<file path="config.mk">
export PLATFORM = sky130hd
export DESIGN_NAME = pfr_isqrt
export DESIGN_NICKNAME = d
export VERILOG_FILES = /design/src/pfr_pkg.sv /design/src/pfr_isqrt.sv
export SDC_FILE = /design/constraint.sdc
export NUM_CORES = 1
export LEC_CHECK = 0
export BUFFER_PORTS_ARGS = -buffer_cell sky130_fd_sc_hd__buf_2
export CAP_MARGIN = 20
export CELL_PAD_IN_SITES_DETAIL_PLACEMENT = 1
export CELL_PAD_IN_SITES_GLOBAL_PLACEMENT = 1
export CORE_ASPECT_RATIO = 1.25
export CORE_UTILIZATION = 46
export DETAILED_ROUTE_END_ITERATION = 16
export HOLD_SLACK_MARGIN = 0.08
export PLACE_DENSITY = 0.84
export REMOVE_ABC_BUFFERS = 1
export SYNTH_ARGS = -nofsm -noshare
export SYNTH_HDL_FRONTEND = slang
export SYNTH_SLANG_ARGS = --single-unit
</file>
<file path="constraint.sdc">
create_clock -name clk -period 8.4 [get_ports clk]
set_input_delay 1.68 -clock clk [delete_from_list [all_inputs] [get_ports clk]]
set_output_delay 1.68 -clock clk [all_outputs]
set_load 0.01 [all_outputs]
</file>
<file path="src/pfr_pkg.sv">
// Shared types, codes and helper functions of the polynomial root finder.
package pfr_pkg;

    localparam int W = 64;

    typedef logic [1:0] status_t;
    localparam status_t STAT_CONVERGED = 2'd0;
    localparam status_t STAT_LIMIT     = 2'd1;
    localparam status_t STAT_NO_ROOTS  = 2'd2;
    localparam status_t STAT_BAD_BOUND = 2'd3;

    localparam logic [2:0] REG_COEF_X4   = 3'd0;
    localparam logic [2:0] REG_COEF_X0   = 3'd4;
    localparam logic [2:0] REG_TOLERANCE = 3'd5;
    localparam logic [2:0] REG_STEP      = 3'd6;
    localparam logic [2:0] REG_ITER_LIM  = 3'd7;

    localparam logic signed [W-1:0] SAT_POS = 64'sh4000_0000_0000_0000;
    localparam logic signed [W-1:0] SAT_NEG = -64'sh4000_0000_0000_0000;

    // Saturates a wide signed value to the 32-bit range.
    function automatic logic signed [31:0] clamp32(input logic signed [65:0] v);
        if (v > 66'sd2147483647)
            return 32'sh7fff_ffff;
        else if (v < -66'sd2147483648)
            return 32'sh8000_0000;
        else
            return v[31:0];
    endfunction

    // Magnitude of a signed 64-bit value that stays within +-2^62.
    function automatic logic [W-1:0] mag64(input logic signed [W-1:0] v);
        return v[W-1] ? W'(-v) : W'(v);
    endfunction

endpackage

</file>
<file path="src/pfr_isqrt.sv">
// Floor square root of a 64-bit value, one result bit per cycle.
module pfr_isqrt (
    input  logic                  clk,
    input  logic                  rst_n,
    input  logic                  start,
    input  logic [pfr_pkg::W-1:0] val,
    output logic                  done,
    output logic [pfr_pkg::W-1:0] root
);
    import pfr_pkg::*;

    localparam int CW = $clog2(W / 2);

    logic [W-1:0]  v_reg, v_next;
    logic [W-1:0]  res_reg, res_next;
    logic [W-1:0]  bit_reg, bit_next;
    logic [CW-1:0] cnt_reg, cnt_next;
    logic          busy_reg, busy_next;
    logic          done_reg, done_next;
    logic [W-1:0]  trial;

    always_comb
    begin
        trial     = res_reg + bit_reg;
        v_next    = v_reg;
        res_next  = res_reg;
        bit_next  = bit_reg;
        cnt_next  = cnt_reg;
        busy_next = busy_reg;
        done_next = 1'b0;
        if (start)
        begin
            v_next    = val;
            res_next  = '0;
            bit_next  = W'(1) << (W - 2);
            cnt_next  = '0;
            busy_next = 1'b1;
        end
        else if (busy_reg)
        begin
            if (v_reg >= trial)
            begin
                v_next   = v_reg - trial;
                res_next = (res_reg >> 1) + bit_reg;
            end
            else
                res_next = res_reg >> 1;
            bit_next = bit_reg >> 2;
            cnt_next = cnt_reg + CW'(1);
            if (cnt_reg == CW'(W / 2 - 1))
            begin
                busy_next = 1'b0;
                done_next = 1'b1;
            end
        end
    end

    always_ff @(posedge clk or negedge rst_n)
    begin
        if (!rst_n)
        begin
            busy_reg <= 1'b0;
            done_reg <= 1'b0;
            cnt_reg  <= '0;
        end
        else
        begin
            busy_reg <= busy_next;
            done_reg <= done_next;
            cnt_reg  <= cnt_next;
        end
    end

    always_ff @(posedge clk)
    begin
        v_reg   <= v_next;
        res_reg <= res_next;
        bit_reg <= bit_next;
    end

    assign done = done_reg;
    assign root = res_reg;

endmodule
</file>
Word-level counts from Yosys, hierarchy flattened:

Cells that the tools add are included.

* add/subtract/negate cells: 4
* magnitude comparators: 1
* equality and inequality tests: 1
* multiplexer cells: 12
* reductions and logical operators: 3

Operators with widths (number)
* $mux W64: 4
* $add A63 B63 Y64: 1
* $add A64 B63 Y64: 1
* $ge A64 B64 Y1: 1
* $sub A64 B64 Y64: 1
* $mux W5: 2
* $mux W1: 6
* $add A5 B1 Y5 const B: 1
* $eq A5 B5 Y1 const B: 1
* $reduce_bool A2 Y1: 2
* $reduce_and A2 Y1: 1

* register bits: 167
* input port bits: 67

Logic depth before layout (Yosys ltp):

Gate-level depths: netlist (run 1).

* depth in word-level cells: 5
* depth in mapped cells: 27

Worst setup path after synthesis (run 1):

No wires, ideal clock.

* path type: register to register
* from: reg res_reg[2], in the netlist root[2]
* to: reg v_reg[0], enable pin
* setup time: 0.424 ns
* arrival: 6.369 ns
* data required time: 7.976 ns
* path slack: 1.608 ns
* cell stages (with the launch flop): 24
* clock period less this slack: 6.792 ns
* cell sequence: dfxtp_1 ha_1 a31oi_1 a211oi_1 a221oi_1 o32a_1 o21ai_2 a31oi_1 o21ai_0 a21o_1 a31oi_1 xor2_1 ha_1 clkbuf_1 and4_1 nand3_1 nor4_1 nand3_1 o211a_1 o21a_1 nand2_1 clkbuf_1 nand2_1 nand2_1

* word-level cells in the longest chain between the ends: 4

RTL lines
* start, declared: line pfr_isqrt.sv:15 `logic [W-1:0] res_reg, res_next;`
* start signal, assigned: line pfr_isqrt.sv:77 `res_reg <= res_next;`
* $add A64 B63 Y64: line pfr_isqrt.sv:24 `trial = res_reg + bit_reg;`
* $ge A64 B64 Y1: line pfr_isqrt.sv:41 `if (v_reg >= trial)`
* $reduce_bool A2 Y1 (no line)
* $reduce_and A2 Y1 (no line)
* end signal, assigned: line pfr_isqrt.sv:76 `v_reg <= v_next;`
* end, declared: line pfr_isqrt.sv:14 `logic [W-1:0] v_reg, v_next;`

No other way between the ends.
A chain may end at the register's enable or synchronous reset.

Worst setup path after layout (run 1):

* from: reg res_reg[2], in the netlist root[2]
* to: reg res_reg[41], in the netlist root[41]

* word-level cells in the longest chain between the ends: 3
* elaborated cells between the ends (all ways): 4
* those cells by class: add/sub (2); order compare (1); mux (1)

RTL lines (line)
* $add A64 B63 Y64: pfr_isqrt.sv:24
* $ge A64 B64 Y1: pfr_isqrt.sv:41
* $mux W64 (*): pfr_isqrt.sv:41

Every way passes the cells marked *; elsewhere a longest branch is shown, timed or not.

==> metrics.txt, run 1 <==
sequential share of power=24.5%; Setup Fix Bufs, Post-CTS=0; Slew @ Worst Pin=0.9078 ns; final hold violation count=0; worst hold slack=0.5202 ns; Final setup viols=0; multi-input logic area=10550 µm²; TritonRoute pass-1 iters=5; RR Endpoint=root[41]$_SDFFE_PP0P_; Setup CP Type=reg2reg; Ports=132; Routed Antenna Nets=0; Layout fillers=4008; Hold/Removal Path Class=reg2reg; mux cell area share after synthesis=3.214%; top_reg_cell synth=dfxtp_1; core box area=32060 µm²; gr ovfl total=0; Rel. slew slack=38.84%; Post-Synth Adder-Cell Area=11.04%; Residual DRC=0; DP Cell Count=2370; largest family of logic cells by synthesized area=compound AO/OA/AOI/OAI gates; min Tclk post-route=6.906 ns; xor and xnor fraction of the mapped netlist area=8.386%; hold endpoint=root[0]$_SDFFE_PP0P_; Comb pwr share=60.6%; leakage power=6.969 nW; final setup margin=1.494 ns; switching share of total power=48.98%; Buffers on Ports=131; largest net degree at the start of global routing=106; Yosys reg bits=167; GR Util All Layers=30.99%; CP Cell Sequence=ha_1 -> a31oi_1 -> a211oi_1 -> a221oi_1 -> o32a_1 -> o21ai_2 -> a31oi_1 -> o21ai_0 -> a21o_1 -> a31oi_1 -> xor2_1 -> ha_1 -> and4_1 -> nand3_1 -> nor4_1 -> nand3_1 -> o211a_1 -> o21a_1 -> and2_2 -> buf_4 -> or3_1 -> a311oi_1; clock root cell=clkbuf_16; DR WL/cell=21.42 µm; Nets=2177; first-pass GRT wire length=81.99 mm; Starting Density=47.23%; status=completed; die area=33650 µm²; vias per cell=6.323; via count=15.19k; Int Pwr=2.884 mW; Reg-to-Reg Start=root[2]$_SDFFE_PP0P_; pre-CTS setup slack=1.584 ns; grt met1 use=32.42%; power per cell area=340.9 nW/µm²; total power=5.654 mW; Post-synth EDFFs=64; Post-DP Area=15970 µm²; Design Area, Final=16580 µm²; H-tree depth=4; Synth area leaders=dfxtp_1 13%, edfxtp_1 13%, ha_1 11%; fmax=0.1448 GHz; sequential cell area=4023 µm²; Layout area overhead=9.510%; switching power summed over all nets=2.769 mW; Setup Skew=0.01188 ns; R2R depth=22; setup TNS=0 ns; unrepaired setup endpoints after global routing=no; HPWL after DPL=39.62 mm; Worst setup EP type=register; Final period util=82.22%; worst path required time=8.77 ns; Site Rows=73; Slew Viols, Final=0; sequential area share after synthesis=26.54%; Hold Crit Depth=2; Initial DRC Count=843; Ys Warns=0; Max Cap Viol=0; diode count=0; Async S/R FF share, synth=4.192%; Commonest cells post-synth=251 x nand2_1, 177 x nor2_1, 166 x o21ai_0; Setup crit start kind=register; Worst Path Arrival=7.28 ns; post-synthesis compound-gate area fraction=26.71%; Final Util=51.73%; met2 usage=57.91%; count leader, synth=nand2_1; CP most frequent cell=a31oi_1; Finished Layout Cells=2402; drt total wl=51.44 mm; Worst-path clk slew=0.08 ns; TritonCTS buffer count=17; Die Span Y=204.9 µm; flop2flop setup slack=1.49 ns; Synth top area share=12.69%; Worst VDD drop=0.2179 mV; Hold Buf Count CTS=0; Post-Syn Area=15140 µm²; fraction of layout cells with a size suffix above 1=10.50%; simple-gate area share of the yosys netlist=20.27%; CP Max Fanout=42; vias in the first global route=15.95k; Synth area leader=dfxtp_1; Syn Area/Cell=7.867 µm²; global route hottest layer=met2; CTS tree=yes; Post-Synthesis Cells=1925; synth unique cells=78; CTS max path bufs=2; Max stage delay cell, worst path=a211oi_1; Min-Delay Startpoint=root[0]$_SDFFE_PP0P_; Clock Sinks=167; Placer Congestion=0.9100; Die X=164.3 µm; met3 usage=4.738%; antenna violations before repair=0; Max stage delay on crit path=0.61 ns; worst skew pair latency=0.47 ns; post-cts resize count=0; power share of the clock group=15.0%
[worst max-delay path by stage]
| stage | to | depth (start not counted) | startpoint | slack [ns] |
|---|---|---|---|---|
| global placement | root[44]$_SDFFE_PP0P_ | 22 | root[2]$_SDFFE_PP0P_ | 1.82 |
| CTS | root[41]$_SDFFE_PP0P_ | 22 | root[2]$_SDFFE_PP0P_ | 1.52 |
| floorplan | v_reg[0]$_DFFE_PP_ | 21 | root[2]$_SDFFE_PP0P_ | 1.06 |
| detailed placement | root[44]$_SDFFE_PP0P_ | 22 | root[2]$_SDFFE_PP0P_ | 1.58 |
| global route | root[41]$_SDFFE_PP0P_ | 22 | root[2]$_SDFFE_PP0P_ | 1.04 |
| finish | root[41]$_SDFFE_PP0P_ | 22 | root[2]$_SDFFE_PP0P_ | 1.49 |
[cells by family (layout without fill, tap and decap cells)]
group,count (synthesis),after routing
compound gates,623,623
xor+xnor,145,145
fa+ha+maj,133,133
buf+inv,145,210
flops,167,167
mux,48,48
simple gates,664,664
[power groups by stage]
| stage | Clock (mW) | Combinational (mW) | Sequential, mW |
|---|---|---|---|
| finish | 0.846 | 3.42 | 1.38 |
| global route | 0.880 | 3.77 | 1.40 |
| CTS | 0.854 | 3.40 | 1.38 |
| detailed placement | 0 | 3.35 | 1.40 |
| global placement | 0 | 3.23 | 1.39 |
| floorplan | 0 | 2.42 | 1.33 |
[per-layer routing]
| layer | wire [µm] | vias up |
|---|---|---|
| li1 | - | 7270 |
| met1 | 19940 | 7388 |
| met2 | 26660 | 377 |
| met3 | 2109 | 153 |
| met4 | 2736 | 0 |
| met5 | 0 | - |
[layout make-up]
| class | count | share of cell area (%) |
|---|---|---|
| flip-flops and latches | 167 | 24.26 |
| repair buffers | 141 | 4.519 |
| clock buffers | 18 | 2.716 |
| clock inverters | 14 | 0.9657 |
| well taps | 412 | 3.108 |
| multi-input cells | 1613 | 63.60 |
| inverters | 37 | 0.8375 |
[placed cells by master (no fill, tap or decap), types with 11 or more instances in the layout]
cell type  Yosys  routed
nor3_1        26      26
a21o_1        45      45
a211oi_1      27      27
and3_1        20      20
xnor2_1       71      71
a31o_2        15      15
a31oi_1       65      65
ha_1         132     132
nor2_1       177     177
xor2_1        74      74
a21oi_1      125     125
edfxtp_1      64      64
and2_1        15      14
and4_1        13      13
inv_1         36      36
nand3_1       30      30
o21bai_1      22      22
o21a_1        15      15
nand2_1      251     250
o21ai_0      166     166
dfxtp_1       96      96
nand2b_1      13      13
clkbuf_16      0      18
nor4_1        12      12
mux2i_1       43      43
a311oi_1      25      25
o31ai_1       11      11
nand4_1       48      48
nor2b_1       14      14
o211ai_1      11      11
or3_1         26      26
buf_2         10     130
[worst max-delay path: cells and delay by family, from the launching register on]
family	cells	cell delay [ns]
AOI/OAI and AO/OA	12	3.43
xor gates and xnor gates	1	0.18
adders and majority gates	2	0.81
buffers and inverters	1	0.37
DFF	1	0.37
and+or+nand+nor	6	1.61
Power figures use the tool's default switching activity.
==> inputs of run 2 (changes only) <==
==> constraint.sdc (replaced) <==
create_clock -name clk -period 6.7 [get_ports clk]
set_input_delay 1.34 -clock clk [delete_from_list [all_inputs] [get_ports clk]]
set_output_delay 1.34 -clock clk [all_outputs]
set_load 0.01 [all_outputs]
==> metrics.txt, run 2 (synthesis results as in run 1) <==
drt total wl=51.56 mm; fraction of layout cells with a size suffix above 1=11.01%; GR Util All Layers=31.19%; Max stage delay cell, worst path=ha_1; Final period util=92.38%; most frequent cells in the layout=250 x nand2_1, 177 x nor2_1, 164 x o21ai_0; sequential cell area=4024 µm²; antenna violations before repair=0; Hold/Removal Path Class=reg2reg; Setup CP Type=reg2reg; gr ovfl total=0; Die X=164.3 µm; TritonRoute pass-1 iters=5; largest net degree at the start of global routing=105; leakage power=7.039 nW; Slew @ Worst Pin=0.9050 ns; CP Cell Sequence=ha_1 -> nand4_1 -> o21ai_1 -> a221oi_1 -> buf_4 -> o32a_1 -> o21ai_2 -> a31oi_1 -> o21ai_1 -> a21o_1 -> a31oi_1 -> xor2_1 -> ha_1 -> and4_1 -> nand3_1 -> nor4_1 -> nand3_1 -> o211a_1 -> o21a_1 -> and2_2 -> buf_12 -> or3_1 -> a311oi_1; DR WL/cell=21.39 µm; Clock Sinks=167; multi-input logic area=10560 µm²; worst hold slack=0.5488 ns; Layout area overhead=10.37%; TritonCTS buffer count=17; vias in the first global route=16.00k; first-pass GRT wire length=82.72 mm; Ports=132; crit-path leading delay family=compound AO/OA/AOI/OAI gates; final hold violation count=0; total power=7.186 mW; HPWL after DPL=39.43 mm; Setup crit start kind=register; Die Span Y=204.9 µm; Worst setup startpoint=root[10]$_SDFFE_PP0P_; via count=15.17k; Placer Congestion=0.8983; Worst VDD drop=0.3169 mV; unrepaired setup endpoints after global routing=no; Setup Skew=0.01411 ns; Worst setup EP type=register; Buf/Inv on CP=2; min Tclk post-route=6.189 ns; Site Rows=73; Critical Path End=root[25]$_SDFFE_PP0P_; worst path required time=7.07 ns; power per cell area=429.9 nW/µm²; die area=33650 µm²; Routed Antenna Nets=0; Max stage delay on crit path=0.46 ns; CP Max Fanout=78; Worst-path clk slew=0.08 ns; Max Cap Viol=0; CTS tree=yes; leading cell type in the layout, fill and taps excluded=nand2_1; Reg-to-Reg Start=root[10]$_SDFFE_PP0P_; Buffers on Ports=131; Min-Delay Startpoint=cnt_reg[3]$_DFFE_PN0P_; Rel. slew slack=39.67%; Layout fillers=4007; Critical Path Stages=23; Starting Density=47.23%; vias per cell=6.293; Final setup viols=0; Initial DRC Count=729; Nets=2185; H-tree depth=4; RR Endpoint=root[25]$_SDFFE_PP0P_; Residual DRC=0; Hold Buf Count CTS=0; status=completed; diode count=0; Slew Viols, Final=0; core box area=32060 µm²; fmax=0.1616 GHz; CTS max path bufs=2; R2R depth=23; Worst Path Arrival=6.56 ns; flop2flop setup slack=0.51 ns; clock root cell=clkbuf_16; worst skew pair latency=0.48 ns
## run 2: cell types whose count changed in the layout (fill, tap and decap cells not counted), sizes merged
cell / change
buf: +7
clkbuf: +2
clkinvlp: -1
inv: +1
bufinv: +1
clkinv: -2
## run 2: per-layer routing
layer | share of wire (%) | GRT usage [%] | up-vias | routed length [µm]
met5 | 0 | 0 | - | 0
met4 | 5.1 | 17.53 | 0 | 2627
met3 | 3.6 | 4.090 | 137 | 1853
met2 | 52 | 58.56 | 365 | 27030
met1 | 39 | 32.96 | 7373 | 20040
li1 | - | - | 7290 | -
## run 2: worst min path at each step
stage	end	slack, ns	depth (start not counted)
finish	cnt_reg[3]$_DFFE_PN0P_	0.55	2
global route	root[4]$_SDFFE_PP0P_	0.58	2
CTS	cnt_reg[3]$_DFFE_PN0P_	0.55	2
detailed placement	cnt_reg[3]$_DFFE_PN0P_	0.53	2
global placement	root[0]$_SDFFE_PP0P_	0.49	2
floorplan	bit_reg[62]$_SDFFE_PP1P_	0.48	1
## run 2: cell type report
cell class	instances	share of cell area (%)
multi-input cells	1613	63.18
flip-flops and latches	167	24.08
repair buffers	149	4.948
well taps	412	3.084
clock buffers	19	2.845
clock inverters	13	1.033
inverters	37	0.8310
## run 2: report_power, final
part / internal, mW / leakage, nW / switching, mW / total [mW]
clock network: 0.612 / 0.315 / 0.502 / 1.11
registers: 1.46 / 1.54 / 0.275 / 1.74
logic: 1.64 / 5.19 / 2.70 / 4.33
total: 3.71 / 7.04 / 3.47 / 7.19
## run 2: stage by stage
step,util [%],std cells,TNS (ns),cell area (µm²),setup WS (ns)
floorplan,-,1817,-40.79,14700,-0.6374
global placement,50.03,2377,0,16040,0.6432
detailed placement,50.03,2377,0,16040,0.3429
CTS,52.05,2409,0,16690,0.2473
global route,52.13,2410,0,16710,0.04962
finish,52.13,2410,0,16710,0.5106
## run 2: tightest hold or removal path, stage by stage, from the launching register on
cell and delay, ns:
dfrtp_1 0.36, xor2_1 0.07, nor2_1 0.08
## run 2: repair_timing
action	in CTS	in global routing
setup buffers	0	0
resized for setup	0	8
endpoints found under the setup margin	0	123
==> inputs of run 3 (changes only) <==
--- a/config.mk
+++ b/config.mk
@@ -10,6 +10,7 @@
 export CELL_PAD_IN_SITES_DETAIL_PLACEMENT = 1
 export CELL_PAD_IN_SITES_GLOBAL_PLACEMENT = 1
 export CORE_ASPECT_RATIO = 1.25
+export CORE_MARGIN = 3
 export CORE_UTILIZATION = 46
 export DETAILED_ROUTE_END_ITERATION = 16
 export HOLD_SLACK_MARGIN = 0.08
==> metrics.txt, run 3 (synthesis results as in run 1) <==
status=completed; gr ovfl total=0; worst skew pair latency=0.47 ns; first-pass GRT wire length=83.73 mm; via count=15.28k; power per cell area=428.1 nW/µm²; Layout fillers=3993; Worst setup EP type=register; leading cell type in the layout, fill and taps excluded=nand2_1; Rel. slew slack=35.35%; Worst-path clk slew=0.08 ns; DR WL/cell=21.80 µm; worst path required time=7.05 ns; vias per cell=6.332; Initial DRC Count=837; Worst VDD drop=0.2296 mV; Hold/Removal Path Class=reg2reg; HPWL after DPL=40.72 mm; largest net degree at the start of global routing=102; fmax=0.1557 GHz; vias in the first global route=16.08k; fraction of layout cells with a size suffix above 1=11.24%; Setup CP Type=reg2reg; CTS tree=yes; Routed Antenna Nets=0; Starting Density=47.10%; sequential share of power=24.4%; Comb pwr share=61.4%; most frequent cells in the layout=250 x nand2_1, 177 x nor2_1, 165 x o21ai_0; Residual DRC=0; Setup crit start kind=register; die area=35150 µm²; Buffers on Ports=131; diode count=0; worst hold slack=0.5226 ns; clock root cell=clkbuf_16; switching share of total power=48.99%; power share of the clock group=14.2%; DP Cell Count=2379; Die Span Y=208.9 µm; Ports=132; final hold violation count=0; TritonRoute pass-1 iters=5; TritonCTS buffer count=17; CP Max Fanout=43; Finished Layout Cells=2413; antenna violations before repair=0; CTS max path bufs=2; core box area=32150 µm²; Final setup viols=0; GR Util All Layers=29.27%; Worst Path Arrival=6.78 ns; drt total wl=52.61 mm; H-tree depth=4; leakage power=7.026 nW; Max Cap Viol=0; Die X=168.3 µm; Clock Sinks=167; Site Rows=73; Slew @ Worst Pin=0.9453 ns; Nets=2188; Int Pwr=3.641 mW; min Tclk post-route=6.424 ns; Slew Viols, Final=0; Final period util=95.89%; Placer Congestion=0.9345; Setup Skew=0.01582 ns; switching power summed over all nets=3.497 mW; Layout area overhead=10.10%
## run 3: cell types whose count changed in the layout (fill, tap and decap cells not counted), moves of 2 or more
cell	delta
clkbuf_16	-2
dfxtp_2	+2
dfxtp_1	-2
clkinv_2	+2
buf_4	+3
## run 3: critical path, cell delays in order, from the launching register on
cell	delay [ns]
dfxtp_1	0.37
ha_1	0.38
a31oi_2	0.17
a211oi_2	0.45
a221oi_2	0.18
o32a_1	0.43
o21ai_2	0.27
a31oi_1	0.21
o21ai_0	0.34
a21o_1	0.20
a31oi_1	0.10
xor2_1	0.19
ha_1	0.45
and4_1	0.29
nand3_1	0.15
nor4_1	0.24
nand3_1	0.14
o211a_1	0.24
o21a_1	0.23
and2_2	0.34
buf_12	0.22
or3_1	0.35
a311oi_1	0.31
## run 3: final cells by class
type / count / area (µm²) / share of cell area [%]
repair buffers: 152 / 860.8 / 5.163
clock buffers: 18 / 429.2 / 2.574
clock inverters: 14 / 138.9 / 0.8330
inverters: 37 / 138.9 / 0.8330
well taps: 412 / 515.5 / 3.092
multi-input cells: 1613 / 10560 / 63.36
flip-flops and latches: 167 / 4026 / 24.15
## run 3: timing repair
| item | in CTS | in global routing |
|---|---|---|
| gates resized for setup | 0 | 8 |
| hold buffers | 0 | 0 |
| buffers inserted | 0 | 2 |
| endpoints found under the setup margin | 0 | 129 |
## run 3: stage by stage
stage | util [%] | setup TNS [ns] | setup WS [ns] | power [mW] | cell area, µm²
3_3_place_gp | 49.97 | 0 | 0.4779 | 5.859 | 16070
4_1_cts | 51.74 | 0 | 0.03730 | 7.100 | 16630
5_1_grt | 51.86 | -3.983 | -0.1229 | 7.682 | 16670
2_1_floorplan | - | -40.79 | -0.6374 | 4.705 | 14700
6_report | 51.86 | 0 | 0.2756 | 7.138 | 16670
3_5_place_dp | 49.97 | 0 | 0.1635 | 6.055 | 16070
## run 3: per-layer routing
layer  wire length, µm  vias up  track usage, %
met5                 0        -               0
met3              2249      146           4.049
met2             27380      417           54.68
met4              2827        0           15.38
li1                  -     7303               -
met1             20150     7412           31.73
## run 3: final timing paths
kind	from	endpoint	slack, ns	cells after the start
worst max-delay path	root[2]$_SDFFE_PP0P_	root[23]$_SDFFE_PP0P_	0.28	22
worst min-delay path	root[0]$_SDFFE_PP0P_	root[0]$_SDFFE_PP0P_	0.52	2
worst max register to register	root[2]$_SDFFE_PP0P_	root[23]$_SDFFE_PP0P_	0.28	22
worst min register to register	root[0]$_SDFFE_PP0P_	root[0]$_SDFFE_PP0P_	0.52	2
max in group asynchronous	rst_n	busy_reg$_DFF_PN0_	5.82	1
min in group asynchronous	rst_n	cnt_reg[4]$_DFFE_PN0P_	0.70	1
## run 3: power groups by stage
stage	Clock [mW]	Sequential, mW	Combinational, mW
after floorplan	0	1.67	3.03
after global placement	0	1.74	4.12
after detailed placement	0	1.75	4.30
after CTS	1.03	1.73	4.34
after global routing	1.07	1.76	4.85
final	1.02	1.74	4.38
