`src/pfr_pkg.sv`:
```
// Shared types, codes and helper functions of the polynomial root finder.
package pfr_pkg;

    localparam int W = 64;

    typedef logic [1:0] status_t;
    localparam status_t STAT_CONVERGED = 2'd0;
    localparam status_t STAT_LIMIT     = 2'd1;
    localparam status_t STAT_NO_ROOTS  = 2'd2;
    localparam status_t STAT_BAD_BOUND = 2'd3;

    localparam logic [2:0] REG_COEF_X4   = 3'd0;
    localparam logic [2:0] REG_COEF_X0   = 3'd4;
    localparam logic [2:0] REG_TOLERANCE = 3'd5;
    localparam logic [2:0] REG_STEP      = 3'd6;
    localparam logic [2:0] REG_ITER_LIM  = 3'd7;

    localparam logic signed [W-1:0] SAT_POS = 64'sh4000_0000_0000_0000;
    localparam logic signed [W-1:0] SAT_NEG = -64'sh4000_0000_0000_0000;

    // Saturates a wide signed value to the 32-bit range.
    function automatic logic signed [31:0] clamp32(input logic signed [65:0] v);
        if (v > 66'sd2147483647)
            return 32'sh7fff_ffff;
        else if (v < -66'sd2147483648)
            return 32'sh8000_0000;
        else
            return v[31:0];
    endfunction

    // Magnitude of a signed 64-bit value that stays within +-2^62.
    function automatic logic [W-1:0] mag64(input logic signed [W-1:0] v);
        return v[W-1] ? W'(-v) : W'(v);
    endfunction

endpackage

```
`src/pfr_div.sv`:
```
// Restoring unsigned divider, one quotient bit per cycle.
module pfr_div (
    input  logic                  clk,
    input  logic                  rst_n,
    input  logic                  start,
    input  logic [pfr_pkg::W-1:0] num,
    input  logic [pfr_pkg::W-1:0] den,
    output logic                  done,
    output logic [pfr_pkg::W-1:0] quo
);
    import pfr_pkg::*;

    localparam int CW = $clog2(W);

    logic [W-1:0]  rem_reg, rem_next;
    logic [W-1:0]  quo_reg, quo_next;
    logic [W-1:0]  den_reg, den_next;
    logic [CW-1:0] cnt_reg, cnt_next;
    logic          busy_reg, busy_next;
    logic          done_reg, done_next;
    logic [W:0]    rem_sh;
    logic [W:0]    rem_sub;

    always_comb
    begin
        rem_sh    = {rem_reg, quo_reg[W-1]};
        rem_sub   = rem_sh - {1'b0, den_reg};
        rem_next  = rem_reg;
        quo_next  = quo_reg;
        den_next  = den_reg;
        cnt_next  = cnt_reg;
        busy_next = busy_reg;
        done_next = 1'b0;
        if (start)
        begin
            rem_next  = '0;
            quo_next  = num;
            den_next  = den;
            cnt_next  = '0;
            busy_next = 1'b1;
        end
        else if (busy_reg)
        begin
            if (rem_sh >= {1'b0, den_reg})
            begin
                rem_next = rem_sub[W-1:0];
                quo_next = {quo_reg[W-2:0], 1'b1};
            end
            else
            begin
                rem_next = rem_sh[W-1:0];
                quo_next = {quo_reg[W-2:0], 1'b0};
            end
            cnt_next = cnt_reg + CW'(1);
            if (cnt_reg == CW'(W - 1))
            begin
                busy_next = 1'b0;
                done_next = 1'b1;
            end
        end
    end

    always_ff @(posedge clk or negedge rst_n)
    begin
        if (!rst_n)
        begin
            busy_reg <= 1'b0;
            done_reg <= 1'b0;
            cnt_reg  <= '0;
        end
        else
        begin
            busy_reg <= busy_next;
            done_reg <= done_next;
            cnt_reg  <= cnt_next;
        end
    end

    always_ff @(posedge clk)
    begin
        rem_reg <= rem_next;
        quo_reg <= quo_next;
        den_reg <= den_next;
    end

    assign done = done_reg;
    assign quo  = quo_reg;

endmodule

```
`config.mk`:
```
export PLATFORM = sky130hd
export DESIGN_NAME = pfr_div
export DESIGN_NICKNAME = d
export VERILOG_FILES = /design/src/pfr_pkg.sv /design/src/pfr_div.sv
export SDC_FILE = /design/constraint.sdc
export NUM_CORES = 1
export LEC_CHECK = 0
export BUFFER_PORTS_ARGS = -buffer_cell sky130_fd_sc_hd__buf_4
export CORE_UTILIZATION = 50
export DETAILED_ROUTE_END_ITERATION = 10
export PLACE_DENSITY_LB_ADDON = 0.2
export RECOVER_POWER = 50
export SYNTH_ARGS = -nofsm -noshare
export SYNTH_HDL_FRONTEND = slang
export SYNTH_SLANG_ARGS = --single-unit
```
`constraint.sdc`:
```
create_clock -name clk -period 5.9 [get_ports clk]
set_clock_uncertainty 0.1 [all_clocks]
set_input_delay 1.18 -clock clk [delete_from_list [all_inputs] [get_ports clk]]
set_output_delay 1.18 -clock clk [all_outputs]
set_load 0.01 [all_outputs]
```
# Word level (Yosys, flattened, before mapping)
# Cells that the tools add are included.
# W data, S select, Z words.
# totals
in_bits	131
word_cells	23
regBits	200
# classes
n_eq_ne	1
n_addsub	2
magnitude_cmp	1
n_mux	12
n_reduce_logical	1
# op_table
cell	n
$mux W64	3
$ge A65 B64 Y1	1
$sub A64 B64 Y64	1
$mux W6	2
$mux W1	7
$add A6 B1 Y6 const B	1
$eq A6 B6 Y1 const B	1
$reduce_bool A2 Y1	1

# Depth between registers and ports, before layout
# Gate-level depths: netlist of run 1.
# logic_depth
word_depth	4
mapped_depth	14
depth_no_buf	12

# Worst setup path after synthesis of run 1
# No wires, ideal clock.
# synth_path
path_type	in2reg
startpoint	input start
endpoint	register quo_reg[0] (netlist: quo[0]), enable pin
t_required_ps	5382
stages	2
slack_ps	2861
path_buffers	0
arrival_ps	2521
path_cell_list	nor2_1 > inv_1
# synth_between
elab_chain_len	1
# synth_lines
element	line	rtl
from (decl)	pfr_div.sv:5	input logic start,
$reduce_bool A2 Y1 (no source line)	--	
to (signal assigned)	pfr_div.sv:82	quo_reg <= quo_next;
to (decl)	pfr_div.sv:16	logic [W-1:0] quo_reg, quo_next;
# No other way between the ends.
# A chain may end at the register's enable or synchronous reset.

# Final worst setup path of run 1
# layout_path
startpoint	register den_reg[62]
endpoint	register rem_reg[15]
# layout_between
elab_chain_len	2
# layout_lines
element	line	rtl
from (decl)	pfr_div.sv:17	logic [W-1:0] den_reg, den_next;
from (signal assigned)	pfr_div.sv:83	den_reg <= den_next;
$ge A65 B64 Y1	pfr_div.sv:44	if (rem_sh >= {1'b0, den_reg})
$mux W64	pfr_div.sv:44	
to (signal assigned)	pfr_div.sv:81	rem_reg <= rem_next;
to (decl)	pfr_div.sv:15	logic [W-1:0] rem_reg, rem_next;
# No other way between the ends.

==> results of run 1 <==
-- per-stage QoR --
step	utilization, %	hold WS (ps)	area (um^2)	instances	setup WS [ps]
6_report	60.0	391	14200	1777	2010
5_1_grt	60.0	423	14200	1777	1770
4_1_cts	61.1	391	14500	1777	2120
3_5_place_dp	58.3	376	13800	1745	2110
3_3_place_gp	58.3	377	13800	1745	2220
2_1_floorplan	-	353	12300	1300	2860
-- cells in the mapped netlist, drive strengths merged (4+ instances only) --
cell,instances
nor2,105
a21o,18
dfrtp,8
nor4,9
a311oi,21
mux2i,15
nand2b,11
a211oi,29
o221ai,4
ha,65
nand2,141
inv,89
a21oi,107
xor2,33
and4,5
or2,4
buf,39
or3,5
dfxtp,64
and3,5
a31oi,21
o2111ai,5
o31ai,6
nand3,29
mux2,64
clkbuf,38
o21bai,18
edfxtp,128
a221oi,4
o21ai,75
nand4,34
xnor2,20
nor2b,7
o211ai,8
and2,5
nor3,22
-- per-layer routing --
layer	vias up	GRT usage, %	wire (um)
met5	-	0	0
met4	0	7.88	647
met3	48	6.18	2620
met2	402	42.1	14700
met1	4953	34.7	14200
li1	5045	-	-
-- worst max-delay path: stages, from the launching register on --
cell      delay (ps)
edfxtp_1         340
inv_1             60
ha_1             410
nand4b_1         320
nor4_1           480
nand4_1          210
o21ai_2          220
a211oi_1         100
a22oi_4          200
buf_4            740
and4_1           310
a21oi_1           40
a211oi_1         250
-- cells by family after synthesis --
group                      Yosys count
AOI/OAI and AO/OA                  339
buffers and inverters              166
xor gates and xnor gates            53
DFF                                200
and+or+nand+nor                    397
muxes                               79
adders and majority gates           66
-- power groups by stage --
stage	sequential [mW]	combinational, mW	clock (mW)
floorplan	1.67	0.241	0
global placement	1.65	0.461	0
detailed placement	1.65	0.465	0
CTS	1.63	0.467	1.33
global route	1.63	0.471	1.38
finish	1.62	0.429	1.31
-- worst paths after layout --
kind,start,endpoint,slack (ps),depth (start not counted)
setup / recovery,den_reg[62],rem_reg[15],2010,12
min in group asynchronous,rst_n,done,540,1
max in group asynchronous,rst_n,busy_reg,4830,1
setup reg to reg,den_reg[62],rem_reg[15],2010,12
hold / removal,rem_reg[61],rem_reg[61],390,2
hold reg to reg,rem_reg[61],rem_reg[61],390,2
-- area by class of cell --
class / instances / area share, %
Clock buffer: 17 / 2.99
Clock inverter: 15 / 1.70
Inverter: 89 / 2.35
Multi-Input combinational cell: 934 / 43.9
Sequential cell: 200 / 37.4
Tap cell: 319 / 2.80
Timing Repair Buffer: 203 / 8.86
==> metrics.md, run 1 <==
| Metric | Value |
|---|---|
| Status | complete, but fails checks |
| Failing checks | max-capacitance violations, max-slew violations |
| Pleak | 5.83 nW |
| Crit-path max FO | 71 |
| Clk buf depth | 2 |
| Yosys top cell area share | 31.4% |
| Worst-path clk slew | around 80 ps |
| Total Power | 3.36 mW |
| Mapped Area | 12,300 um^2 |
| MaxCap Viol Count | 1 |
| Vias per cell | about 5.9 |
| Layout Area Growth over Synthesis | 16.2% |
| Most frequent cells in the layout | 140 x nand2_1, 128 x edfxtp_1, 105 x a21oi_1 |
| Most common cell after layout, fill and taps aside | nand2_1 |
| RSZ-0062 raised after global routing | false |
| Fillers | around 2,100 |
| Synth cell types | 78 |
| DRT iter0 DRCs | 745 |
| DRC viols | 0 |
| Post-CTS Setup Bufs | 0 |
| Cell Pwr Density | 236 nW/um^2 |
| Fin Setup TNS | 0 ps |
| Largest area contributor in the netlist | edfxtp_1 |
| CTS Sinks | 200 |
| Largest net degree at the start of global routing | 79 |
| Combinational family with the most area after synthesis | compound AO/OA/AOI/OAI gates |
| Part of the power in registers | 48.3% |
| Die area | 25,100 um^2 |
| Setup Viol. Count Final | 0 |
| Period utilization | 65.9% |
| Syn_area_per_cell | 9.43 um^2 |
| WP data required | 6140 ps |
| Synth Area in Compound Gates | between 15 and 20% |
| Worst IR Drop VDD | between 0.00015 and 0.0002 V |
| Post-CTS sizing | 0 |
| Die width | roughly 160 um |
| Router iterations before antenna repair | 8 |
| GRT Util Overall | 26.1% |
| First-pass GRT wire length | 51,300 um |
| Crit end category | flop |
| EDFF count, synth | 128 |
| Simple-gate share of the synthesized area | 15.4% |
| Drt wl/cell | roughly 18 um |
| Number of hold buffers added after CTS | 0 |
| Fin crit period | between 3000 and 4000 ps |
| Seq/Total Area, Yosys | 43.4% |
| TritonCTS clock tree | done |
| GPL Wtd Cong | 0.954 |
| Clock root buffer | clkbuf_16 |
| P_sw | 0.945 mW |
| FF+latch area | around 5300 um^2 |
| Final hold violation count | 0 |
| Net Sw Frac | 28.1% |
| Final nets | approximately 1,600 |
| Die height | 159 um |
| Io pins | 196 |
| N_diodes | 0 |
| Worst Hold Class | flop to flop |
| Multiplexer share of the synthesized area | 7.10% |
| Crit path DAT | approximately 4100 ps |
| Clock Latency Late Sink | 450 ps |
| DR vias | 10,400 |
| Number of global-route vias before repair | about 10,000 |
| FF+latch count, synth | 200 |
| Initial Util | 51.6% |
| Clock power share | 38.9% |
| Rows | 56 |
| Synthesis warning total | 0 |
| Measured slew at the worst slew-check pin | 2320 ps |
| Initial antenna violation count | 0 |
| WL final | 32,100 um |
| Max frequency | 257 MHz |
| H-Tree Depth | 4 |
| Core ar. | 23,800 um^2 |
| Share of layout cells above drive strength 1 | between 10% and 20% |
| Gate power share | 12.8% |
| Critical Path Start Type | flop |
| Net Count, Synth | 1,497 |
| Clock buffer count from CTS | 17 |
| Mapped Cells | approximately 1,300 |
| Crit path kind | flop to flop |
| Grt total ovfl | 0 |
| Synth Area in Adders | just under 7% |
| Post-Synth XOR/XNOR Area | 3.79% |
| Detail Route Antenna Nets | 0 |
| Area contributors post-synth | edfxtp_1 31%, dfxtp_1 10%, ha_1 6.6%, mux2_2 5.9%, a21oi_1 4.3% |
| Ys flop type | edfxtp_1 |
| Area occupied by multi-input gates | roughly 6300 um^2 |
| Final Max Tran Viols | 47 |
| Slew margin rel. | -54.6% |
| Ys async rst share | approximately 4.0% |
| IO buf count | roughly 200 |
| Internal power | approximately 2.4 mW |
| Post-DP HPWL | ~23,000 um |
No activity file was read; power rests on OpenSTA's default activity.
==> inputs of run 2 (changes only) <==
==> constraint.sdc (replaced) <==
create_clock -name clk -period 4 [get_ports clk]
set_clock_uncertainty 0.1 [all_clocks]
set_input_delay 0.8 -clock clk [delete_from_list [all_inputs] [get_ports clk]]
set_output_delay 0.8 -clock clk [all_outputs]
set_load 0.01 [all_outputs]
==> metrics.md, run 2 (synthesis gave the netlist of run 1 again) <==
| Metric | Value |
|---|---|
| Clock Latency Late Sink | 450 ps (about the same) |
| Critical-path cell list | inv_1 > ha_1 > fa_1 > nand2b_1 > a21oi_1 > o21ai_1 > o2111ai_1 > nand4_1 > a31oi_2 > xor2_1 > nand2_1 > a211oi_1 (was inv_1 > ha_1 > nand4b_1 > nor4_1 > nand4_1 > o21ai_2 > a211oi_1 > a22oi_4 > buf_4 > and4_1 > a21oi_1 > a211oi_1) |
| Rows | 56 (unchanged) |
| Fin crit period | 3600 ps (was 3890 ps) |
| GRT Util Overall | 25.9% (was 26.1%) |
| Critical Path Start Type | flop (unchanged) |
| Crit end category | flop (unchanged) |
| Pleak | 5.97 nW (was 5.83 nW) |
| RR Startpoint | quo[63] (was den_reg[62]) |
| Clk buf depth | 2 (unchanged) |
| Io pins | 196 (unchanged) |
| Measured slew at the worst slew-check pin | 1910 ps (was 2320 ps) |
| Vias per cell | 5.80 (was 5.88) |
| Crit path DAT | 3830 ps (was 4130 ps) |
| Fillers | 2,051 (was 2,093) |
| Number of hold buffers added after CTS | 0 (unchanged) |
| Part of the power in registers | 49.5% (was 48.3%) |
| Status | complete, but fails checks (unchanged) |
| Crit-path max FO | 6 (was 71) |
| Final hold violation count | 0 (unchanged) |
| Layout Area Growth over Synthesis | 17.4% (was 16.2%) |
| Worst-path clk slew | 80 ps (about the same) |
| R2R Setup Slk | 400 ps (was 2010 ps) |
| Most common cell after layout, fill and taps aside | nand2_1 (unchanged) |
| DP Area | 13,900 um^2 (was 13,800 um^2) |
| Initial Util | 51.6% (unchanged) |
| RSZ-0062 raised after global routing | false (unchanged) |
| Worst IR Drop VDD | 0.000308 V (was 0.000195 V) |
| Slew margin rel. | -27.2% (was -54.6%) |
| Drt wl/cell | 17.6 um (was 18.1 um) |
| Share of layout cells above drive strength 1 | 19.8% (was 17.2%) |
| DRT iter0 DRCs | 700 (was 745) |
| TritonCTS clock tree | done (unchanged) |
| Die area | 25,100 um^2 (unchanged) |
| Clock buffer count from CTS | 17 (unchanged) |
| Max frequency | 278 MHz (was 257 MHz) |
| Final nets | 1,648 (was 1,642) |
| Most frequent cells in the layout | 140 x nand2_1, 128 x edfxtp_1, 108 x buf_4 (was 140 x nand2_1, 128 x edfxtp_1, 105 x a21oi_1) |
| CP max stage cell | o2111ai_1 (was buf_4) |
| Final hold slack | 147 ps (was 391 ps) |
| Failing checks | max-capacitance violations, max-slew violations (unchanged) |
| Die width | 159 um (unchanged) |
| CTS Sinks | 200 (unchanged) |
| Critical Path Max Stage Delay | 560 ps (was 740 ps) |
| Setup Viol. Count Final | 0 (unchanged) |
| Fin Setup TNS | 0 ps (unchanged) |
| Post-CTS Setup Bufs | 0 (unchanged) |
| R2r endpoint | rem_reg[52] (was rem_reg[15]) |
| GRT met1 Usage | 35.5% (was 34.7%) |
| MaxCap Viol Count | 2 (was 1) |
| GR Layer Usage met2 | 39.8% (was 42.1%) |
| N_diodes | 0 (unchanged) |
| Final Max Tran Viols | 118 (was 47) |
| Detail Route Antenna Nets | 0 (unchanged) |
| Largest net degree at the start of global routing | 83 (was 79) |
| H-Tree Depth | 4 (unchanged) |
| R2R cell count | 12 (unchanged) |
| Worst Hold Class | primary input to asynchronous set/reset pin (was flop to flop) |
| Number of global-route vias before repair | 10,000 (was 10,200) |
| P_sw | 1.34 mW (was 0.945 mW) |
| Gate power share | 13.7% (was 12.8%) |
| Post-CTS sizing | 0 (unchanged) |
| Grt total ovfl | 0 (unchanged) |
| Period utilization | 90.0% (was 65.9%) |
| Internal power | 3.50 mW (was 2.41 mW) |
| DRC viols | 0 (unchanged) |
| Die height | 159 um (unchanged) |
| GPL Wtd Cong | 0.934 (was 0.954) |
| Router iterations before antenna repair | 5 (was 8) |
| First-pass GRT wire length | 50,700 um (was 51,300 um) |
| Design area | 14,400 um^2 (was 14,200 um^2) |
| Initial antenna violation count | 0 (unchanged) |
| WL final | 31,400 um (was 32,100 um) |
| DR vias | 10,300 (was 10,400) |
| Crit path kind | flop to flop (unchanged) |
| Core ar. | 23,800 um^2 (unchanged) |
| Post-DP HPWL | 23,000 um (was 23,100 um) |
| Clock power share | 36.9% (was 38.9%) |
| IO buf count | 195 (unchanged) |
| Met3 usage | 6.70% (was 6.18%) |
| Busiest grt layer | met2 (unchanged) |
| Net Sw Frac | 27.6% (was 28.1%) |
| WP data required | 4230 ps (was 6140 ps) |
| Clock root buffer | clkbuf_16 (unchanged) |
| Cell Pwr Density | 336 nW/um^2 (was 236 nW/um^2) |
## run 2: changes by cell type in the layout (fill, tap and decap cells not counted), sizes merged
cell,previous run,this run
buf,72,111
bufinv,1,0
clkbuf,148,115
clkinv,5,8
inv,98,96
## run 2: stage by stage
stage	util (%)	cells	power (mW)	worst slack (ps)
2_1_floorplan	-	1300	2.82	1100
4_1_cts	61.2	1783	4.90	491
5_1_grt	60.6	1783	5.04	107
3_3_place_gp	58.6	1751	3.12	550
3_5_place_dp	58.6	1751	3.13	545
6_report	60.6	1783	4.84	401
## run 2: critical path: cells and delay by family, from the launching register on
family,cells,cell delay [ps]
simple gates,3,470
buf+inv,1,70
flops,1,360
xor+xnor,1,180
fa+ha+maj,2,610
compound gates,5,1680
## run 2: worst max-delay path by stage
stage,start,end,slack [ps],cells after the start
after floorplan,quo[63],rem_reg[52],1100,12
final,quo[63],rem_reg[52],400,12
after CTS,quo[63],rem_reg[52],490,12
after global placement,den_reg[62],rem_reg[56],550,11
after detailed placement,quo[63],rem_reg[52],540,12
after global routing,quo[63],rem_reg[52],110,12
## run 2: area by class of cell
| type | instances | area, um^2 | share of cell area [%] |
|---|---|---|---|
| tap | 319 | 399 | 2.77 |
| clock inverter | 15 | 191 | 1.33 |
| timing repair buffer | 209 | 1460 | 10.1 |
| inverter | 89 | 334 | 2.32 |
| multi-input combinational | 934 | 6250 | 43.5 |
| sequential | 200 | 5330 | 37.0 |
| clock buffer | 17 | 425 | 2.96 |
## run 2: power groups by stage
stage / Clock (mW) / Combinational, mW / Sequential, mW
final: 1.78 / 0.660 / 2.39
after global routing: 1.90 / 0.725 / 2.41
after CTS: 1.81 / 0.690 / 2.40
after detailed placement: 0 / 0.688 / 2.44
after global placement: 0 / 0.681 / 2.44
after floorplan: 0 / 0.355 / 2.46
## run 2: metal layers
layer	vias to the layer above	part of all wire, %
met1	4884	46
met4	0	2.0
met5	-	0
met2	359	44
met3	47	7.5
li1	5059	-
==> inputs of run 3 (changes only) <==
--- a/config.mk
+++ b/config.mk
@@ -7,9 +7,10 @@
 export LEC_CHECK = 0
 export BUFFER_PORTS_ARGS = -buffer_cell sky130_fd_sc_hd__buf_4
 export CORE_UTILIZATION = 50
+export CTS_CLUSTER_SIZE = 10
 export DETAILED_ROUTE_END_ITERATION = 10
 export PLACE_DENSITY_LB_ADDON = 0.2
-export RECOVER_POWER = 50
+export RECOVER_POWER = 25
 export SYNTH_ARGS = -nofsm -noshare
 export SYNTH_HDL_FRONTEND = slang
 export SYNTH_SLANG_ARGS = --single-unit
==> metrics.md, run 3 (synthesis gave the netlist of run 1 again) <==
| Metric | Value |
|---|---|
| Status | finished clean (was complete, but fails checks) |
| Detail Route Antenna Nets | 0 (unchanged) |
| Setup Viol. Count Final | 0 (unchanged) |
| Crit path DAT | 3810 ps (was 3830 ps) |
| Pleak | 6.09 nW (was 5.97 nW) |
| MaxCap Viol Count | 0 (was 2) |
| Io pins | 196 (unchanged) |
| DRC viols | 0 (unchanged) |
| IO buf count | 195 (unchanged) |
| Final hold violation count | 0 (unchanged) |
| Final Max Tran Viols | 0 (was 118) |
| Core ar. | 23,800 um^2 (unchanged) |
| DR vias | 10,400 (was 10,300) |
| DP Area | 13,900 um^2 (unchanged) |
| Post-CTS sizing | 0 (unchanged) |
| GRT Util Overall | 25.9% (unchanged) |
| Fillers | 2,013 (was 2,051) |
| Initial antenna violation count | 0 (unchanged) |
| Max frequency | 281 MHz (was 278 MHz) |
| H-Tree Depth | 4 (unchanged) |
| Clock root buffer | clkbuf_16 (unchanged) |
| Largest net degree at the start of global routing | 83 (unchanged) |
| Measured slew at the worst slew-check pin | 1140 ps (was 1910 ps) |
| Vias per cell | 5.82 (was 5.80) |
| TritonCTS clock tree | done (unchanged) |
| Share of layout cells above drive strength 1 | 22.0% (was 19.8%) |
| Number of hold buffers added after CTS | 0 (unchanged) |
| P_sw | 1.34 mW (about the same) |
| Period utilization | 88.9% (was 90.0%) |
| Die area | 25,100 um^2 (unchanged) |
| Grt total ovfl | 0 (unchanged) |
| Final nets | 1,648 (unchanged) |
| Cell Pwr Density | 335 nW/um^2 (was 336 nW/um^2) |
| RSZ-0062 raised after global routing | false (unchanged) |
| Net Sw Frac | 27.5% (was 27.6%) |
| Die width | 159 um (unchanged) |
| Most frequent cells in the layout | 140 x nand2_1, 140 x buf_4, 128 x edfxtp_1 (was 140 x nand2_1, 128 x edfxtp_1, 108 x buf_4) |
| Router iterations before antenna repair | 5 (unchanged) |
| Number of global-route vias before repair | 10,000 (unchanged) |
| Initial Util | 51.6% (unchanged) |
| Clock Latency Late Sink | 450 ps (about the same) |
| Crit path kind | flop to flop (unchanged) |
| GPL Wtd Cong | 0.934 (unchanged) |
| First-pass GRT wire length | 50,700 um (unchanged) |
| Clock power share | 36.7% (was 36.9%) |
| Clock buffer count from CTS | 17 (unchanged) |
| Layout Area Growth over Synthesis | 18.5% (was 17.4%) |
| Part of the power in registers | 49.2% (was 49.5%) |
| Worst IR Drop VDD | 0.000306 V (was 0.000308 V) |
| WL final | 31,500 um (was 31,400 um) |
| Worst-path clk slew | 80 ps (about the same) |
| Post-CTS Setup Bufs | 0 (unchanged) |
| Worst Hold Class | primary input to asynchronous set/reset pin (unchanged) |
| Area occupied by multi-input gates | 6250 um^2 (unchanged) |
| CTS Sinks | 200 (unchanged) |
| DRT iter0 DRCs | 731 (was 700) |
| Rows | 56 (unchanged) |
| RR Startpoint | quo[63] (unchanged) |
| N_diodes | 0 (unchanged) |
| Fin Setup TNS | 0 ps (unchanged) |
| CP startpoint | quo[63] (unchanged) |
| Slew margin rel. | 23.7% (was -27.2%) |
| Critical Path Start Type | flop (unchanged) |
| WP data required | 4260 ps (was 4230 ps) |
| Fin crit period | 3560 ps (was 3600 ps) |
| Drt wl/cell | 17.7 um (was 17.6 um) |
| FF+latch area | 5330 um^2 (unchanged) |
| Design area | 14,500 um^2 (was 14,400 um^2) |
| Die height | 159 um (unchanged) |
| Crit-path max FO | 6 (unchanged) |
| Post-DP HPWL | 23,000 um (unchanged) |
| Clk buf depth | 2 (unchanged) |
| Gate power share | 14.1% (was 13.7%) |
| Crit end category | flop (unchanged) |
| Internal power | 3.53 mW (was 3.50 mW) |
-- run 3: cell types whose count changed in the layout (fill, tap and decap cells not counted) --
cell	change
buf_12	+1
buf_4	+32
clkbuf_1	-32
clkbuf_2	-1
-- run 3: metal layers --
metal | GRT usage (%) | up-vias | wire (um)
met1 | 35.5 | 4932 | 14600
met4 | 8.01 | 0 | 589
met5 | 0 | - | 0
met2 | 39.8 | 341 | 14000
met3 | 6.70 | 44 | 2310
li1 | - | 5063 | -
-- run 3: final cells by class --
cell class	count	share of cell area, %
Multi-Input combinational cell	934	43.1
Sequential cell	200	36.7
Timing Repair Buffer	209	11.0
Clock buffer	17	2.93
Tap cell	319	2.75
Inverter	89	2.30
Clock inverter	15	1.32
-- run 3: worst paths after layout --
check | to | slack, ps | cells past startpoint
worst max-delay path | rem_reg[52] | 440 | 12
worst min-delay path | cnt_reg[3] | 150 | 1
worst max register to register | rem_reg[52] | 440 | 12
worst min register to register | rem_reg[25] | 390 | 2
max in group asynchronous | cnt_reg[5] | 3370 | 1
min in group clk | rem_reg[25] | 390 | 2
-- run 3: critical path, cell delays in order (launching register included) --
cell	delay, ps
edfxtp_1	360
inv_1	70
ha_1	220
fa_1	390
nand2b_1	190
a21oi_1	280
o21ai_1	210
o2111ai_1	570
nand4_1	220
a31oi_2	410
xor2_1	180
nand2_1	60
a211oi_1	200
-- run 3: through the flow --
stage	util, %	hold WS, ps	instances	total power, mW	setup slack, ps
2_1_floorplan	-	353	1300	2.82	1100
3_3_place_gp	58.6	369	1751	3.12	550
3_5_place_dp	58.6	376	1751	3.13	545
4_1_cts	61.2	51.8	1783	4.90	491
5_1_grt	61.1	177	1783	5.06	148
6_report	61.1	145	1783	4.86	444
-- run 3: power by group through the flow --
stage,sequential (mW),clock (mW),combinational (mW)
3_5_place_dp,2.44,0,0.688
3_3_place_gp,2.44,0,0.681
2_1_floorplan,2.46,0,0.355
4_1_cts,2.40,1.81,0.690
6_report,2.39,1.78,0.686
5_1_grt,2.41,1.90,0.751
